==> config.mk <==
export PLATFORM = sky130hd
export DESIGN_NAME = sql_token_scanner
export DESIGN_NICKNAME = d
export VERILOG_FILES = /design/src/hw/rtl/sts_pkg.sv /design/src/hw/rtl/sql_token_scanner.sv
export SDC_FILE = /design/constraint.sdc
export NUM_CORES = 1
export LEC_CHECK = 0
export BUFFER_PORTS_ARGS = -buffer_cell sky130_fd_sc_hd__buf_2
export CORE_MARGIN = 1.5
export CORE_UTILIZATION = 45
export CTS_CLUSTER_SIZE = 24
export DETAILED_ROUTE_END_ITERATION = 6
export GPL_TIMING_DRIVEN = 1
export PLACE_DENSITY_LB_ADDON = 0.08
export SETUP_SLACK_MARGIN = 0.2
export SYNTH_ARGS = -nofsm -noshare
export SYNTH_HDL_FRONTEND = slang
export SYNTH_SLANG_ARGS = --single-unit
export TNS_END_PERCENT = 5
==> constraint.sdc <==
create_clock -name i_clk -period 15 [get_ports i_clk]
set_input_delay 2.25 -clock i_clk [delete_from_list [all_inputs] [get_ports i_clk]]
set_output_delay 2.25 -clock i_clk [all_outputs]
set_load 0.005 [all_outputs]
==> src/hw/rtl/sts_pkg.sv <==
package sts_pkg;

    localparam int LineWidthDef = 16;
    localparam int ColumnWidthDef = 16;
    localparam int LengthWidthDef = 16;
    localparam int MaxRecords = 3;
    localparam int WordBytes = 7;

    typedef enum logic [2:0] {
        M_IDLE    = 3'd0,
        M_IDENT   = 3'd1,
        M_NUMBER  = 3'd2,
        M_STRING  = 3'd3,
        M_ESCAPE  = 3'd4,
        M_LESS    = 3'd5,
        M_GREATER = 3'd6,
        M_BANG    = 3'd7
    } t_mode;

    localparam logic [5:0] K_END = 6'd0;
    localparam logic [5:0] K_INT = 6'd1;
    localparam logic [5:0] K_DEC = 6'd2;
    localparam logic [5:0] K_STR = 6'd3;
    localparam logic [5:0] K_BOOL = 6'd4;
    localparam logic [5:0] K_IDENT = 6'd5;
    localparam logic [5:0] K_PLUS = 6'd28;
    localparam logic [5:0] K_MINUS = 6'd29;
    localparam logic [5:0] K_STAR = 6'd30;
    localparam logic [5:0] K_SLASH = 6'd31;
    localparam logic [5:0] K_EQ = 6'd32;
    localparam logic [5:0] K_NE = 6'd33;
    localparam logic [5:0] K_LT = 6'd34;
    localparam logic [5:0] K_LE = 6'd35;
    localparam logic [5:0] K_GT = 6'd36;
    localparam logic [5:0] K_GE = 6'd37;
    localparam logic [5:0] K_LPAR = 6'd38;
    localparam logic [5:0] K_RPAR = 6'd39;
    localparam logic [5:0] K_COMMA = 6'd40;
    localparam logic [5:0] K_SEMI = 6'd41;
    localparam logic [5:0] K_DOT = 6'd42;
    localparam logic [5:0] K_UNKNOWN = 6'd43;
    localparam logic [5:0] K_UNTERM = 6'd44;

    localparam logic [7:0] C_DOT = 8'h2E;
    localparam logic [7:0] C_UNDER = 8'h5F;
    localparam logic [7:0] C_BSLASH = 8'h5C;
    localparam logic [7:0] C_SQUOTE = 8'h27;
    localparam logic [7:0] C_DQUOTE = 8'h22;
    localparam logic [7:0] C_EQUAL = 8'h3D;
    localparam logic [7:0] C_NL = 8'h0A;

    function automatic logic letter_byte(input logic [7:0] c);
        return (c >= 8'h61 && c <= 8'h7A) || (c >= 8'h41 && c <= 8'h5A);
    endfunction

    function automatic logic digit_byte(input logic [7:0] c);
        return c >= 8'h30 && c <= 8'h39;
    endfunction

    function automatic logic [7:0] to_upper(input logic [7:0] c);
        return (c >= 8'h61 && c <= 8'h7A) ? c - 8'd32 : c;
    endfunction

    // Words are right-aligned in the buffer, so a length check plus a compare
    // of the packed value identifies them.
    function automatic logic [5:0] word_kind(input logic [55:0] w, input logic [2:0] n);
        logic [5:0] k;
        k = K_IDENT;
        case ({n, w})
            {3'd6, 56'h00435245415445}: k = 6'd6;
            {3'd4, 56'h00000044524F50}: k = 6'd7;
            {3'd5, 56'h00005441424C45}: k = 6'd8;
            {3'd6, 56'h00494E53455254}: k = 6'd9;
            {3'd4, 56'h000000494E544F}: k = 6'd10;
            {3'd6, 56'h0056414C554553}: k = 6'd11;
            {3'd6, 56'h0053454C454354}: k = 6'd12;
            {3'd4, 56'h00000046524F4D}: k = 6'd13;
            {3'd5, 56'h00005748455245}: k = 6'd14;
            {3'd6, 56'h0044454C455445}: k = 6'd15;
            {3'd2, 56'h00000000004946}: k = 6'd16;
            {3'd3, 56'h000000004E4F54}: k = 6'd17;
            {3'd6, 56'h00455849535453}: k = 6'd18;
            {3'd3, 56'h00000000414E44}: k = 6'd19;
            {3'd2, 56'h000000000F4F52 & 56'h0000000000FFFF}: k = 6'd20;
            {3'd3, 56'h00000000494E54}: k = 6'd21;
            {3'd6, 56'h00535452494E47}: k = 6'd22;
            {3'd4, 56'h000000424F4F4C}: k = 6'd23;
            {3'd7, 56'h444543494D414C}: k = 6'd24;
            {3'd3, 56'h0000000053494E}: k = 6'd25;
            {3'd3, 56'h00000000434F53}: k = 6'd26;
            {3'd6, 56'h00535542535452}: k = 6'd27;
            {3'd4, 56'h00000054525545}: k = K_BOOL;
            {3'd5, 56'h000046414C5345}: k = K_BOOL;
            default: k = K_IDENT;
        endcase
        return k;
    endfunction

    function automatic logic [5:0] single_kind(input logic [7:0] c);
        logic [5:0] k;
        case (c)
            8'h2B: k = K_PLUS;
            8'h2D: k = K_MINUS;
            8'h2A: k = K_STAR;
            8'h2F: k = K_SLASH;
            8'h3D: k = K_EQ;
            8'h28: k = K_LPAR;
            8'h29: k = K_RPAR;
            8'h2C: k = K_COMMA;
            8'h3B: k = K_SEMI;
            8'h2E: k = K_DOT;
            default: k = K_UNKNOWN;
        endcase
        return k;
    endfunction

endpackage

==> src/hw/rtl/sql_token_scanner.sv <==
// SQL token scanner.
// The input channel carries one text byte per item, or an end marker when
// i_end_of_input is high. Each item causes up to three records on the output
// channel: value-byte records (o_record_kind low) with the token text, and
// token-end records (o_record_kind high) with kind, start position and length.
// o_last marks the final record of an item; an item may cause no record.
// The scanner state is updated in the cycle an item is accepted, and its
// records are placed in a three-entry result register, so the first record
// appears in the cycle after acceptance. Unless the receiver stalls, records
// leave one per cycle, and the next item is taken while the final record of
// the previous one is being delivered, so items that each cause at most one
// record run at one item per cycle; an item with more records stalls input
// until only its final record is left. When the receiver stalls, the
// current record holds, and input is stalled while any record of the
// previous item is still waiting. Reset sets the position to line 1,
// column 1 and clears all records; an end marker resets the scanner state.
module sql_token_scanner
    import sts_pkg::*;
#(
    parameter int LINE_WIDTH = LineWidthDef,
    parameter int COLUMN_WIDTH = ColumnWidthDef,
    parameter int LENGTH_WIDTH = LengthWidthDef
) (
    input  logic                    i_clk,
    input  logic                    i_rst_n,
    input  logic                    i_valid,
    output logic                    o_stall,
    input  logic [7:0]              i_char_byte,
    input  logic                    i_end_of_input,
    output logic                    o_valid,
    input  logic                    i_stall,
    output logic                    o_record_kind,
    output logic [7:0]              o_value_byte,
    output logic [5:0]              o_token_kind,
    output logic [LINE_WIDTH-1:0]   o_start_line,
    output logic [COLUMN_WIDTH-1:0] o_start_column,
    output logic [LENGTH_WIDTH-1:0] o_value_length,
    output logic                    o_last
);

    typedef struct packed {
        logic                    kind;
        logic [7:0]              byte_val;
        logic [5:0]              tk;
        logic [LINE_WIDTH-1:0]   ln;
        logic [COLUMN_WIDTH-1:0] col;
        logic [LENGTH_WIDTH-1:0] len;
        logic                    last;
    } t_rec;

    localparam logic [LINE_WIDTH-1:0] LineMax = '1;
    localparam logic [COLUMN_WIDTH-1:0] ColMax = '1;
    localparam logic [LENGTH_WIDTH-1:0] LenMax = '1;

    t_mode r_mode, n_mode;
    logic [LINE_WIDTH-1:0] r_line, n_line, r_tline, n_tline;
    logic [COLUMN_WIDTH-1:0] r_col, n_col, r_tcol, n_tcol;
    logic [LENGTH_WIDTH-1:0] r_tlen, n_tlen;
    logic r_dec, n_dec, r_dq, n_dq;
    logic [55:0] r_word, n_word;

    t_rec r_q [MaxRecords];
    t_rec n_q [MaxRecords];
    logic [1:0] r_cnt, n_cnt;
    t_rec recs [MaxRecords];
    logic [1:0] rc;

    logic accept, pop;

    assign pop = (r_cnt != 2'd0) && !i_stall;
    assign o_stall = (r_cnt > 2'd1) || (r_cnt == 2'd1 && i_stall);
    assign accept = i_valid && !o_stall;

    always_comb begin
        logic [7:0] c;
        logic fresh;
        logic [5:0] sk;
        logic [LENGTH_WIDTH-1:0] tl;
        c = i_char_byte;
        fresh = 1'b0;
        n_mode = r_mode;
        n_line = r_line;
        n_col = r_col;
        n_tline = r_tline;
        n_tcol = r_tcol;
        n_tlen = r_tlen;
        n_dec = r_dec;
        n_dq = r_dq;
        n_word = r_word;
        rc = 2'd0;
        sk = single_kind(c);
        for (int i = 0; i < MaxRecords; i++) begin
            recs[i] = '0;
        end
        tl = r_tlen;

        if (i_end_of_input) begin
            case (r_mode)
                M_IDENT, M_NUMBER, M_LESS, M_GREATER, M_BANG, M_STRING, M_ESCAPE: begin
                    recs[0].kind = 1'b1;
                    recs[0].ln = r_tline;
                    recs[0].col = r_tcol;
                    recs[0].len = r_tlen;
                    case (r_mode)
                        M_IDENT: recs[0].tk = (r_tlen > LENGTH_WIDTH'(7)) ? K_IDENT :
                            word_kind(r_word, r_tlen[2:0]);
                        M_NUMBER: recs[0].tk = r_dec ? K_DEC : K_INT;
                        M_LESS: recs[0].tk = K_LT;
                        M_GREATER: recs[0].tk = K_GT;
                        M_BANG: recs[0].tk = K_UNKNOWN;
                        default: recs[0].tk = K_UNTERM;
                    endcase
                    rc = 2'd1;
                end
                default: rc = 2'd0;
            endcase
            recs[rc].kind = 1'b1;
            recs[rc].tk = K_END;
            recs[rc].ln = r_line;
            recs[rc].col = r_col;
            recs[rc].last = 1'b1;
            rc = rc + 2'd1;
            n_mode = M_IDLE;
            n_line = LINE_WIDTH'(1);
            n_col = COLUMN_WIDTH'(1);
            n_tline = LINE_WIDTH'(1);
            n_tcol = COLUMN_WIDTH'(1);
            n_tlen = '0;
            n_dec = 1'b0;
            n_dq = 1'b0;
            n_word = '0;
        end else begin
            case (r_mode)
                M_IDENT: begin
                    if (letter_byte(c) || digit_byte(c) || c == C_UNDER) begin
                        if (r_tlen < LENGTH_WIDTH'(7)) n_word = {r_word[47:0], to_upper(c)};
                        recs[0].byte_val = to_upper(c);
                        rc = 2'd1;
                        if (r_tlen != LenMax) n_tlen = r_tlen + 1'b1;
                    end else begin
                        recs[0].kind = 1'b1;
                        recs[0].tk = (r_tlen > LENGTH_WIDTH'(7)) ? K_IDENT :
                            word_kind(r_word, r_tlen[2:0]);
                        recs[0].ln = r_tline;
                        recs[0].col = r_tcol;
                        recs[0].len = r_tlen;
                        rc = 2'd1;
                        fresh = 1'b1;
                    end
                end
                M_NUMBER: begin
                    if (digit_byte(c) || (c == C_DOT && !r_dec)) begin
                        if (c == C_DOT) n_dec = 1'b1;
                        recs[0].byte_val = c;
                        rc = 2'd1;
                        if (r_tlen != LenMax) n_tlen = r_tlen + 1'b1;
                    end else begin
                        recs[0].kind = 1'b1;
                        recs[0].tk = r_dec ? K_DEC : K_INT;
                        recs[0].ln = r_tline;
                        recs[0].col = r_tcol;
                        recs[0].len = r_tlen;
                        rc = 2'd1;
                        fresh = 1'b1;
                    end
                end
                M_STRING: begin
                    if (c == (r_dq ? C_DQUOTE : C_SQUOTE)) begin
                        recs[0].kind = 1'b1;
                        recs[0].tk = K_STR;
                        recs[0].ln = r_tline;
                        recs[0].col = r_tcol;
                        recs[0].len = r_tlen;
                        rc = 2'd1;
                        n_mode = M_IDLE;
                    end else if (c == C_BSLASH) begin
                        n_mode = M_ESCAPE;
                    end else begin
                        recs[0].byte_val = c;
                        rc = 2'd1;
                        if (r_tlen != LenMax) n_tlen = r_tlen + 1'b1;
                    end
                end
                M_ESCAPE: begin
                    case (c)
                        8'h6E: recs[0].byte_val = 8'h0A;
                        8'h74: recs[0].byte_val = 8'h09;
                        8'h72: recs[0].byte_val = 8'h0D;
                        default: recs[0].byte_val = c;
                    endcase
                    rc = 2'd1;
                    if (r_tlen != LenMax) n_tlen = r_tlen + 1'b1;
                    n_mode = M_STRING;
                end
                M_LESS, M_GREATER, M_BANG: begin
                    recs[0].kind = 1'b0;
                    if (c == C_EQUAL) begin
                        recs[0].byte_val = c;
                        tl = (r_tlen != LenMax) ? r_tlen + 1'b1 : r_tlen;
                        n_tlen = tl;
                        recs[1].kind = 1'b1;
                        recs[1].tk = (r_mode == M_LESS) ? K_LE :
                            ((r_mode == M_GREATER) ? K_GE : K_NE);
                        recs[1].ln = r_tline;
                        recs[1].col = r_tcol;
                        recs[1].len = tl;
                        rc = 2'd2;
                        n_mode = M_IDLE;
                    end else begin
                        recs[0].kind = 1'b1;
                        recs[0].tk = (r_mode == M_LESS) ? K_LT :
                            ((r_mode == M_GREATER) ? K_GT : K_UNKNOWN);
                        recs[0].ln = r_tline;
                        recs[0].col = r_tcol;
                        recs[0].len = r_tlen;
                        rc = 2'd1;
                        fresh = 1'b1;
                    end
                end
                default: fresh = 1'b1;
            endcase

            if (fresh) begin
                n_mode = M_IDLE;
                if (c == 8'h20 || (c >= 8'd9 && c <= 8'd13)) begin
                    n_mode = M_IDLE;
                end else begin
                    n_tline = r_line;
                    n_tcol = r_col;
                    n_dec = 1'b0;
                    n_word = '0;
                    if (c == C_SQUOTE || c == C_DQUOTE) begin
                        n_mode = M_STRING;
                        n_dq = (c == C_DQUOTE);
                        n_tlen = '0;
                    end else begin
                        n_tlen = LENGTH_WIDTH'(1);
                        recs[rc].byte_val = c;
                        if (digit_byte(c)) begin
                            n_mode = M_NUMBER;
                        end else if (letter_byte(c) || c == C_UNDER) begin
                            n_mode = M_IDENT;
                            n_word = {48'd0, to_upper(c)};
                            recs[rc].byte_val = to_upper(c);
                        end else if (c == 8'h3C) begin
                            n_mode = M_LESS;
                        end else if (c == 8'h3E) begin
                            n_mode = M_GREATER;
                        end else if (c == 8'h21) begin
                            n_mode = M_BANG;
                        end else begin
                            recs[rc + 2'd1].kind = 1'b1;
                            recs[rc + 2'd1].tk = sk;
                            recs[rc + 2'd1].ln = r_line;
                            recs[rc + 2'd1].col = r_col;
                            recs[rc + 2'd1].len = LENGTH_WIDTH'(1);
                            rc = rc + 2'd1;
                        end
                        rc = rc + 2'd1;
                    end
                end
            end

            if (c == C_NL) begin
                if (r_line != LineMax) n_line = r_line + 1'b1;
                n_col = COLUMN_WIDTH'(1);
            end else if (r_col != ColMax) begin
                n_col = r_col + 1'b1;
            end
            if (rc != 2'd0) recs[rc - 2'd1].last = 1'b1;
        end
    end

    always_comb begin
        for (int i = 0; i < MaxRecords; i++) begin
            n_q[i] = r_q[i];
        end
        n_cnt = r_cnt;
        if (pop) begin
            n_q[0] = r_q[1];
            n_q[1] = r_q[2];
            n_cnt = r_cnt - 2'd1;
        end
        if (accept) begin
            for (int i = 0; i < MaxRecords; i++) begin
                n_q[i] = recs[i];
            end
            n_cnt = rc;
        end
    end

    always_ff @(posedge i_clk) begin
        if (!i_rst_n) begin
            r_mode <= M_IDLE;
            r_line <= LINE_WIDTH'(1);
            r_col <= COLUMN_WIDTH'(1);
            r_tline <= LINE_WIDTH'(1);
            r_tcol <= COLUMN_WIDTH'(1);
            r_tlen <= '0;
            r_dec <= 1'b0;
            r_dq <= 1'b0;
            r_word <= '0;
            r_cnt <= 2'd0;
        end else begin
            if (accept) begin
                r_mode <= n_mode;
                r_line <= n_line;
                r_col <= n_col;
                r_tline <= n_tline;
                r_tcol <= n_tcol;
                r_tlen <= n_tlen;
                r_dec <= n_dec;
                r_dq <= n_dq;
                r_word <= n_word;
            end
            r_cnt <= n_cnt;
        end
    end

    always_ff @(posedge i_clk) begin
        for (int i = 0; i < MaxRecords; i++) begin
            r_q[i] <= n_q[i];
        end
    end

    assign o_valid = (r_cnt != 2'd0);
    assign o_record_kind = r_q[0].kind;
    assign o_value_byte = r_q[0].byte_val;
    assign o_token_kind = r_q[0].tk;
    assign o_start_line = r_q[0].ln;
    assign o_start_column = r_q[0].col;
    assign o_value_length = r_q[0].len;
    assign o_last = r_q[0].last;

endmodule
==> impl_results.md, run 1 <==
- Status: finished, final reports clean
- Sw frac: 27.9%
- Adder-Cell Fraction of Synth Area: 1.21%
- #FFs+latches synth: 319
- Pwr dens: 123 mW/mm²
- FF/Latch Area: 0.00815 mm²
- Reg clk slew, reported paths: 0.06 ns
- Critical path cell sequence: buf_2, nand2_1, nor4_1, a21oi_1, o21ai_1, ha_1, o21ai_0, or4b_2, o31a_1, nor2_2, a221o_1
- Max FO, Critical Path: 28
- Compound-Gate Fraction of Synth Area: 20.0%
- Synth area leader: edfxtp_1
- Synth cell count leaders: edfxtp_1 (176), dfxtp_1 (143), nor2_1 (134), nand2_1 (126), clkbuf_1 (115)
- Largest net degree at the start of global routing: 57
- Syn Std Cell Area: 0.0175 mm²
- RSZ-0062 raised after global routing: false
- # Post-CTS Setup Buffers: 0
- Critical Path Start Type: input port
- Vias in the first global route: 14,013
- Die H: 200 µm
- Post-synth top flop: edfxtp_1
- Input/output buffers: 78
- Initial antenna violation count: 0
- Worst slack after detailed placement: 8.41 ns
- Sw Pwr: 0.652 mW
- First-pass GRT wire length: 87,800 µm
- Max capacitance violation total: 0
- Slowest stage cell on the critical path: or4b_2
- Largest family of logic cells by synthesized area: simple AND/OR/NAND/NOR gates
- Filler Cell Count: 3,734
- Total CTS buffers: 38
- Top-area cell type share of the netlist area: 30.2%
- Final hold vios: 0
- # hold bufs at CTS: 0
- WL final: 56,400 µm
- Fin crit period: 6.13 ns
- GR Overflow Total: 0
- Avg Vias per Cell: 6.49
- Register-to-register setup slack: 10.11 ns
- Post-synth EDFFs: 176
- Max-slew violation count: 0
- Initial DRC Count: 1,677
- Syn_area_per_cell: 9.65 µm²
- Gpl congestion: 0.973
- Worst reg2reg path endpoint: r_q[0][95]$_DFFE_PP_
- Synth top area cells: edfxtp_1 (30%), dfxtp_1 (16%), a22o_1 (4.7%), a22oi_1 (3.5%), buf_4 (3.0%)
- Synth Area in XOR/XNOR: 1.95%
- Cell Int Power: 1.69 mW
- GR Util All Layers: 27.9%
- Setup WS post-layout: 8.87 ns
- Width of the die: 200 µm
- Clock power share: 37.9%
- Worst Setup End Kind: flip-flop
- Worst Hold Class: flip-flop to flip-flop
- End of the critical path: r_q[0][95]$_DFFE_PP_
- Max clock buf depth: 3
- Asr flop ratio synth: 0%
- Post-route ant nets: 0
- Post-CTS sizing: 0
- Post-Synth Simple-Gate Area: 22.5%
- Max frequency: 163 MHz
- Top-count cell post-synth: edfxtp_1
- Final period util: 40.8%
- Comb pwr share: 14.8%
- Worst EP required: 15.41 ns
- DR vias: 14,943
- Seq pwr share: 47.3%
- Met3 usage: 3.89%
- Library cells used by synthesis: 91
- Sequential area share after synthesis: 46.5%
- VDD IR max: 0.112 mV
- Mapped Nets: 1,844
- Multiplexer share of the synthesized area: 1.04%
- R2R cell count: 10
- Rel. slew slack: 19.3%
- Launch point of the worst path: i_char_byte[2]
- First-pass DRT Iterations: 6
- Post-Synthesis Cells: 1,814
- Core ar.: 0.0386 mm²
- Number of remaining DRC errors: 0
- Met1 track demand over resource: 41.0%
- Global routing's busiest layer: met2
- I/O pin total: 79
- Area grow syn2layout: 8.30%
- Met2 Usage GRT: 41.4%
- Multi-input combinational cell area: 0.00826 mm²
- TritonCTS clock tree: built
- Diode count: 0
- Effective utilization at floorplan: 45.4%
- Measured slew at the worst slew-check pin: 1.19 ns
- Final Core Density: 49.2%
- HPWL after DPL: 37,900 µm
- Worst stage delay on the critical path: 0.72 ns
- Clock skew: 0.0269 ns
- Worst hold slack: 0.482 ns
- TritonCTS sink count: 319
- Final net count: 1,785
- Crit path kind: input port to flip-flop
- Setup TNS: 0 ns
- DIE AREA: 0.0401 mm²
- CTS H-tree lvls: 2
- Share of layout cells above drive strength 1: 11.7%
- Clk root buf: clkbuf_16
- Synth warnings: 0
- Data arrival, critical path: 6.54 ns
- Lkg Pwr: 6.64 nW
- Worst R2R Start: r_mode[2]$_SDFFE_PN0P_
- DR WL/cell: 24.5 µm
- Worst-skew pair later-pin latency: 0.57 ns
- Hold path cells: 1
- Row cnt: 72
- Final setup viols: 0
==> logic make-up (layout without fill, tap and decap cells) <==
group           Yosys count  in the layout
compound gates          468            468
xor+xnor                 39             39
fa+ha+maj                17             17
buf+inv                 237            208
flops                   319            319
mux                      18             18
simple gates            716            716
==> final cells by class <==
cell class / count / area share, %
clock buffers: 50 / 5.30
clock inverters: 20 / 0.891
inverters: 28 / 0.561
multi-input cells: 1258 / 43.5
flip-flops and latches: 319 / 43.0
well taps: 518 / 3.42
repair buffers: 110 / 3.33
==> critical path: cells and delay by family <==
kind | cells | cell delay (ns)
buf+inv | 1 | 0.42
compound gates | 5 | 1.27
fa+ha+maj | 1 | 0.39
simple gates | 4 | 2.18
==> flip-flops by register name (all words and copies together), names as in the netlist <==
register / count
r_cnt: 2
r_col: 16
r_dec: 1
r_dq: 1
r_line: 16
r_mode: 3
r_q: 176
r_tcol: 16
r_tlen: 16
r_tline: 16
r_word: 56
==> worst min-delay path by stage <==
stage / start / end
after detailed placement: r_word[53]$_SDFFE_PN0P_ / r_word[53]$_SDFFE_PN0P_
after CTS: r_word[53]$_SDFFE_PN0P_ / r_word[53]$_SDFFE_PN0P_
after floorplan: r_dq$_SDFFE_PN0P_ / r_dq$_SDFFE_PN0P_
after global placement: r_word[52]$_SDFFE_PN0P_ / r_word[52]$_SDFFE_PN0P_
final: r_word[52]$_SDFFE_PN0P_ / r_word[52]$_SDFFE_PN0P_
after global routing: r_word[53]$_SDFFE_PN0P_ / r_word[53]$_SDFFE_PN0P_
==> cell usage in the layout (no fill, tap or decap), types with 11 or more instances in the layout <==
cell type  synthesis  final
nor4_1            48     47
or3_1             12     12
buf_2             16     78
a21oi_1           63     62
and3_1            40     40
mux2i_1           17     17
o221ai_1          16     16
nor2b_1           18     18
nand2b_1          21     20
a221o_1           32     32
nand2_1          126    125
nor2_1           134    131
clkbuf_16          0     38
nand4_1           56     56
ha_1              17     17
a22o_1            94     94
and2_1            53     53
o21ai_0           73     72
xnor2_1           17     17
buf_4             69     32
xor2_1            22     22
clkbuf_1         115     11
dfxtp_1          143    143
nor3_1            40     38
a22oi_1           82     82
nand3_1           76     76
edfxtp_1         176    176
inv_1             28     26
nor4b_1           16     15
==> routing by layer <==
metal	share of wire, %	routed length [µm]
met5	0	0
met4	3.2	1810
met3	6.9	3900
met2	44	24600
met1	46	26100
==> power by group through the flow <==
| stage | Sequential [mW] | Clock (mW) | Combinational (mW) |
|---|---|---|---|
| floorplan | 1.13 | 0 | 0.267 |
| global placement | 1.12 | 0 | 0.347 |
| detailed placement | 1.12 | 0 | 0.346 |
| CTS | 1.11 | 0.908 | 0.348 |
| global route | 1.12 | 0.938 | 0.376 |
| finish | 1.11 | 0.885 | 0.346 |
==> per-stage QoR <==
| stage | instance area, µm² | total power, mW | std cells |
|---|---|---|---|
| after global routing | 19000 | 2.43 | 2303 |
| after detailed placement | 17800 | 1.47 | 2233 |
| after CTS | 19000 | 2.36 | 2303 |
| final | 19000 | 2.34 | 2303 |
| after global placement | 17800 | 1.47 | 2233 |
| after floorplan | 17500 | 1.40 | 1814 |
No activity file was read; power rests on OpenSTA's default activity.
==> run 2, diff against run 1 <==
- clock period: 15 -> 6.15 ns (I/O delays scaled with it)
==> impl_results.md, run 2 (synthesis results as in run 1) <==
- Status: finished, final reports clean
- Critical Path Start Type: flip-flop
- Max clock buf depth: 3 (unchanged)
- Clk root buf: clkbuf_16
- DR WL/cell: 24.9 µm (+1.7%)
- Pwr dens: 301 mW/mm² (+140%)
- # hold bufs at CTS: 0 (unchanged)
- Avg Vias per Cell: 6.45 (-0.64%)
- Lkg Pwr: 6.68 nW (+0.63%)
- Biggest register: r_q
- # Post-CTS Setup Buffers: 0 (unchanged)
- Post-route ant nets: 0 (unchanged)
- Share of layout cells above drive strength 1: 11.6% (-0.033 points)
- Final period util: 75.6%
- TritonCTS clock tree: built
- Total CTS buffers: 37 (-2.6%)
- Measured slew at the worst slew-check pin: 1.26 ns (+0.0687 ns)
- DIE AREA: 0.0401 mm² (unchanged)
- Number of remaining DRC errors: 0 (unchanged)
- Hold path cells: 2 (+1)
- Rel. slew slack: 14.7% (-4.6 points)
- Data arrival, critical path: 5.07 ns (-1.47 ns)
- Worst Setup End Kind: flip-flop
- Post-CTS sizing: 0 (unchanged)
- Non-Filler Instances: 2,308 (+0.22%)
- WL final: 57,500 µm (+1.9%)
- Worst-skew pair later-pin latency: 0.56 ns (about the same)
- Final setup viols: 0 (unchanged)
- Largest register FFs: 176 (unchanged)
- GR Util All Layers: 28.1% (+0.27 points)
- Largest net degree at the start of global routing: 58 (+1.8%)
- Crit path kind: flip-flop to flip-flop
- GR Overflow Total: 0 (unchanged)
- Clock skew: 0.0151 ns (-0.0118 ns)
- Max-slew violation count: 0 (unchanged)
- Most frequent cells in the layout: edfxtp_1 (176), dfxtp_1 (143), nor2_1 (132), nand2_1 (125), a22o_1 (94)
- Crit path top cell by count: inv_1
- First-pass DRT Iterations: 5 (-1)
- Die H: 200 µm (unchanged)
- Vias in the first global route: 14,010 (-0.021%)
- Cell Count Post-Placement: 2,241 (+0.36%)
- Final net count: 1,792 (+0.39%)
- Max capacitance violation total: 0 (unchanged)
- Area grow syn2layout: 8.56%
- Worst stage delay on the critical path: 0.75 ns (+0.03 ns)
- Worst R2R Start: r_mode[2]$_SDFFE_PN0P_
- Filler Cell Count: 3,644 (-2.4%)
- RSZ-0062 raised after global routing: false
- Effective utilization at floorplan: 45.4% (unchanged)
- Worst EP required: 6.57 ns (-8.84 ns)
- Register-to-register setup slack: 1.50 ns (-8.61 ns)
- HP Start: r_dq$_SDFFE_PN0P_
- CTS H-tree lvls: 2 (unchanged)
- Width of the die: 200 µm (unchanged)
- Final Power: 5.71 mW (+140%)
- VDD IR max: 0.219 mV (+94%)
- Setup TNS: 0 ns (unchanged)
- Worst reg2reg path endpoint: r_q[0][2]$_DFFE_PP_
- Diode count: 0 (unchanged)
- Most common library cell in the layout ignoring fill and taps: edfxtp_1
- Worst Hold Class: flip-flop to flip-flop
- Input/output buffers: 78 (unchanged)
- Initial DRC Count: 1,499 (-11%)
- Max FO, Critical Path: 20 (-29%)
- I/O pin total: 79 (unchanged)
- Critical path cell sequence: inv_1, nor4_1, a21oi_1, o21ai_1, inv_1, ha_1, nand4_4, and2_4, a21o_1, buf_4, a22o_1
- R2R cell count: 11 (+1)
- Initial antenna violation count: 0 (unchanged)
- Row cnt: 72 (unchanged)
- HPWL after DPL: 39,100 µm (+3.2%)
- Core ar.: 0.0386 mm² (unchanged)
- DR vias: 14,880 (-0.42%)
- Worst hold endpoint: r_dq$_SDFFE_PN0P_
- Final hold vios: 0 (unchanged)
- Slowest stage cell on the critical path: dfxtp_1
- TritonCTS sink count: 319 (unchanged)
- Fin crit period: 4.65 ns
- Reg clk slew, reported paths: 0.06 ns (about the same)
- Gpl congestion: 0.932 (-4.2%)
- Max frequency: 215 MHz
- Regs by FF count: r_q x176, r_word x56
- First-pass GRT wire length: 88,100 µm (+0.42%)
[run 2: changes by cell type in the layout (fill, tap and decap cells not counted), sizes merged]
cell	previous run	this run
clkbuf	50	54
clkinv	17	10
buf	110	118
[run 2: metal layers]
layer / global-route usage, % / vias to the layer above / share of wire (%)
met2: 41.8 / 605 / 44
met4: 11.0 / 0 / 3.4
met3: 3.99 / 120 / 6.7
met1: 41.2 / 7362 / 46
li1: - / 6793 / -
met5: 0 / - / 0
[run 2: where the power goes]
part | internal, mW | switching, mW | leakage, nW
Clock | 1.26 | 0.900 | 0.570
Sequential | 2.60 | 0.0855 | 2.94
Combinational | 0.280 | 0.592 | 3.17
[run 2: stage by stage]
step	cell area [µm²]	hold WS (ns)	setup WS, ns	utilization, %
after floorplan	17500	0.441	1.25	-
after global placement	17800	0.465	1.18	46.3
after detailed placement	17800	0.467	1.05	46.3
after CTS	19000	0.481	1.62	49.3
after global routing	19000	0.505	1.14	49.3
final	19000	0.479	1.50	49.3
[run 2: how the worst max path moves through the flow]
stage | endpoint | slack (ns) | start
2_1_floorplan | r_cnt[1]$_SDFFE_PN0P_ | 1.25 | i_stall
3_3_place_gp | r_q[0][86]$_DFFE_PP_ | 1.18 | i_char_byte[4]
3_5_place_dp | r_q[0][109]$_DFFE_PP_ | 1.05 | i_char_byte[4]
4_1_cts | r_q[0][109]$_DFFE_PP_ | 1.62 | i_char_byte[4]
5_1_grt | r_q[0][3]$_DFFE_PP_ | 1.14 | i_char_byte[4]
6_report | r_q[0][2]$_DFFE_PP_ | 1.50 | r_mode[2]$_SDFFE_PN0P_
[run 2: final cells by class]
class,count,area (µm²),share of cell area [%]
multi-input cells,1258,8230,43.3
inverters,28,106,0.560
flip-flops and latches,319,8150,42.9
well taps,518,648,3.41
clock buffers,54,1030,5.44
repair buffers,118,703,3.70
clock inverters,13,139,0.731
[run 2: critical path: cells and delay by family (launching register included)]
| kind | cells | cell delay [ns] |
|---|---|---|
| AO/OA/AOI/OAI | 4 | 1.47 |
| AND/OR/NAND/NOR | 3 | 1.13 |
| buffers and inverters | 3 | 0.83 |
| flip-flops | 1 | 0.75 |
| adder cells (fa/ha/maj) | 1 | 0.29 |
==> run 3, diff against run 2 <==
- clock period: 6.15 -> 4.04 ns (I/O delays scaled with it)
==> impl_results.md, run 3 (synthesis results as in run 1) <==
- Post-CTS sizing: 0 (unchanged)
- # Post-CTS Setup Buffers: 0 (unchanged)
- TritonCTS clock tree: built
- Crit path kind: flip-flop to flip-flop
- Area grow syn2layout: 12.0%
- Worst-skew pair later-pin latency: 0.57 ns (about the same)
- Effective utilization at floorplan: 45.4% (unchanged)
- Max clock buf depth: 3 (unchanged)
- DIE AREA: 0.0401 mm² (unchanged)
- DR WL/cell: 24.5 µm (-1.6%)
- Clock skew: 0.0249 ns (+0.00982 ns)
- Final hold vios: 0 (unchanged)
- Row cnt: 72 (unchanged)
- Multi-input combinational cell area: 0.00822 mm² (about the same)
- CP bufs+invs: 1 (-2)
- Fin crit period: 3.31 ns (-1.34 ns)
- HP Start: i_char_byte[4]
- GR Overflow Total: 0 (unchanged)
- Biggest register: r_q
- Status: finished, final reports clean
- Width of the die: 200 µm (unchanged)
- I/O pin total: 79 (unchanged)
- Share of layout cells above drive strength 1: 15.0% (+3.4 points)
- FF/Latch Area: 0.00815 mm² (unchanged)
- Most frequent cells in the layout: edfxtp_1 (176), dfxtp_1 (143), nor2_1 (132), nand2_1 (125), buf_4 (104)
- Worst EP required: 4.34 ns (-2.23 ns)
- Final setup viols: 0 (unchanged)
- Max frequency: 302 MHz (+41%)
- Slowest stage cell on the critical path: dfxtp_1
- Worst R2R Start: r_mode[1]$_SDFFE_PN0P_
- Core ar.: 0.0386 mm² (unchanged)
- GR Util All Layers: 28.9% (+0.83 points)
- Lkg Pwr: 7.06 nW (+5.8%)
- WL final: 58,300 µm (+1.5%)
- Total CTS buffers: 37 (unchanged)
- Setup WS post-layout: 0.731 ns (-0.767 ns)
- Post-route ant nets: 0 (unchanged)
- # hold bufs at CTS: 0 (unchanged)
- Worst stage delay on the critical path: 0.68 ns (-0.07 ns)
- First-pass DRT Iterations: 5 (unchanged)
- Gpl congestion: 0.926 (-0.65%)
- Measured slew at the worst slew-check pin: 1.01 ns (-0.257 ns)
- Final net count: 1,863 (+4.0%)
- Largest register FFs: 176 (unchanged)
- Critical path cell sequence: nor2_1, a31oi_1, o21ai_0, o32ai_4, nand4_4, and2_4, a21o_1, buf_4, a221o_1
- RSZ-0062 raised after global routing: false
- Setup TNS: 0 ns (unchanged)
- Data arrival, critical path: 3.61 ns (-1.46 ns)
- Vias in the first global route: 14,390 (+2.7%)
- Pwr dens: 445 mW/mm² (+48%)
- Max-slew violation count: 0 (unchanged)
- Worst Hold Class: input port to flip-flop
- Clk root buf: clkbuf_16
- Filler Cell Count: 3,619 (-0.69%)
- Initial antenna violation count: 0 (unchanged)
- Final period util: 81.9% (+6.3 points)
- Launch point of the worst path: r_mode[1]$_SDFFE_PN0P_
- Number of remaining DRC errors: 0 (unchanged)
- Rel. slew slack: 32.5% (+18 points)
- Initial DRC Count: 1,315 (-12%)
- VDD IR max: 0.294 mV (+35%)
- Input/output buffers: 78 (unchanged)
- Family with the most delay on the worst path: compound AO/OA/AOI/OAI gates
- Avg Vias per Cell: 6.29 (-2.4%)
- Critical Path Start Type: flip-flop
- CTS H-tree lvls: 2 (unchanged)
- Largest net degree at the start of global routing: 83 (+43%)
- Die H: 200 µm (unchanged)
- Reg clk slew, reported paths: 0.06 ns (about the same)
- Regs by FF count: r_q x176, r_word x56
- TritonCTS sink count: 319 (unchanged)
- Worst slack after detailed placement: 0.246 ns (-0.800 ns)
- DR vias: 14,980 (+0.67%)
- Worst Setup End Kind: flip-flop
- Max FO, Critical Path: 34 (+70%)
- HPWL after DPL: 40,500 µm (+3.5%)
- Max capacitance violation total: 0 (unchanged)
- First-pass GRT wire length: 90,700 µm (+2.9%)
- Most common library cell in the layout ignoring fill and taps: edfxtp_1
## run 3: per-stage QoR
| stage | instances | area (µm²) | utilization (%) | total power [mW] | hold WS (ns) |
|---|---|---|---|---|---|
| finish | 2381 | 19600 | 50.9 | 8.72 | 0.346 |
| global route | 2380 | 19600 | 50.9 | 9.07 | 0.350 |
| CTS | 2380 | 19600 | 50.9 | 8.81 | 0.327 |
| detailed placement | 2312 | 18400 | 47.8 | 5.54 | 0.468 |
| global placement | 2312 | 18400 | 47.8 | 5.52 | 0.466 |
| floorplan | 1814 | 17500 | - | 5.12 | 0.441 |
## run 3: area by class of cell
cell class / count / area share (%)
diodes: 1 / 0.0128
clock buffers: 60 / 5.63
clock inverters: 8 / 0.338
inverters: 28 / 0.542
multi-input cells: 1258 / 41.9
flip-flops and latches: 319 / 41.6
well taps: 518 / 3.31
repair buffers: 189 / 6.69
## run 3: metal layers
metal / part of all wire [%] / up-vias / GRT usage (%)
met5: 0 / - / 0
met4: 3.0 / 0 / 10.6
met3: 6.2 / 108 / 3.40
met2: 44 / 596 / 43.5
met1: 47 / 7337 / 42.8
li1: - / 6939 / -
## run 3: worst paths after layout
kind / endpoint / slack [ns] / cells past startpoint
max: r_q[0][17]$_DFFE_PP_ / 0.73 / 9
min: r_word[4]$_SDFFE_PN0P_ / 0.35 / 2
min reg2reg: r_word[52]$_SDFFE_PN0P_ / 0.48 / 1
max reg2reg: r_q[0][17]$_DFFE_PP_ / 0.73 / 9
## run 3: where the power goes
part	total, mW	leakage, nW	switching, mW	internal [mW]
clock	3.25	0.575	1.37	1.88
combinational	1.38	3.55	0.904	0.477
sequential	4.08	2.94	0.133	3.95
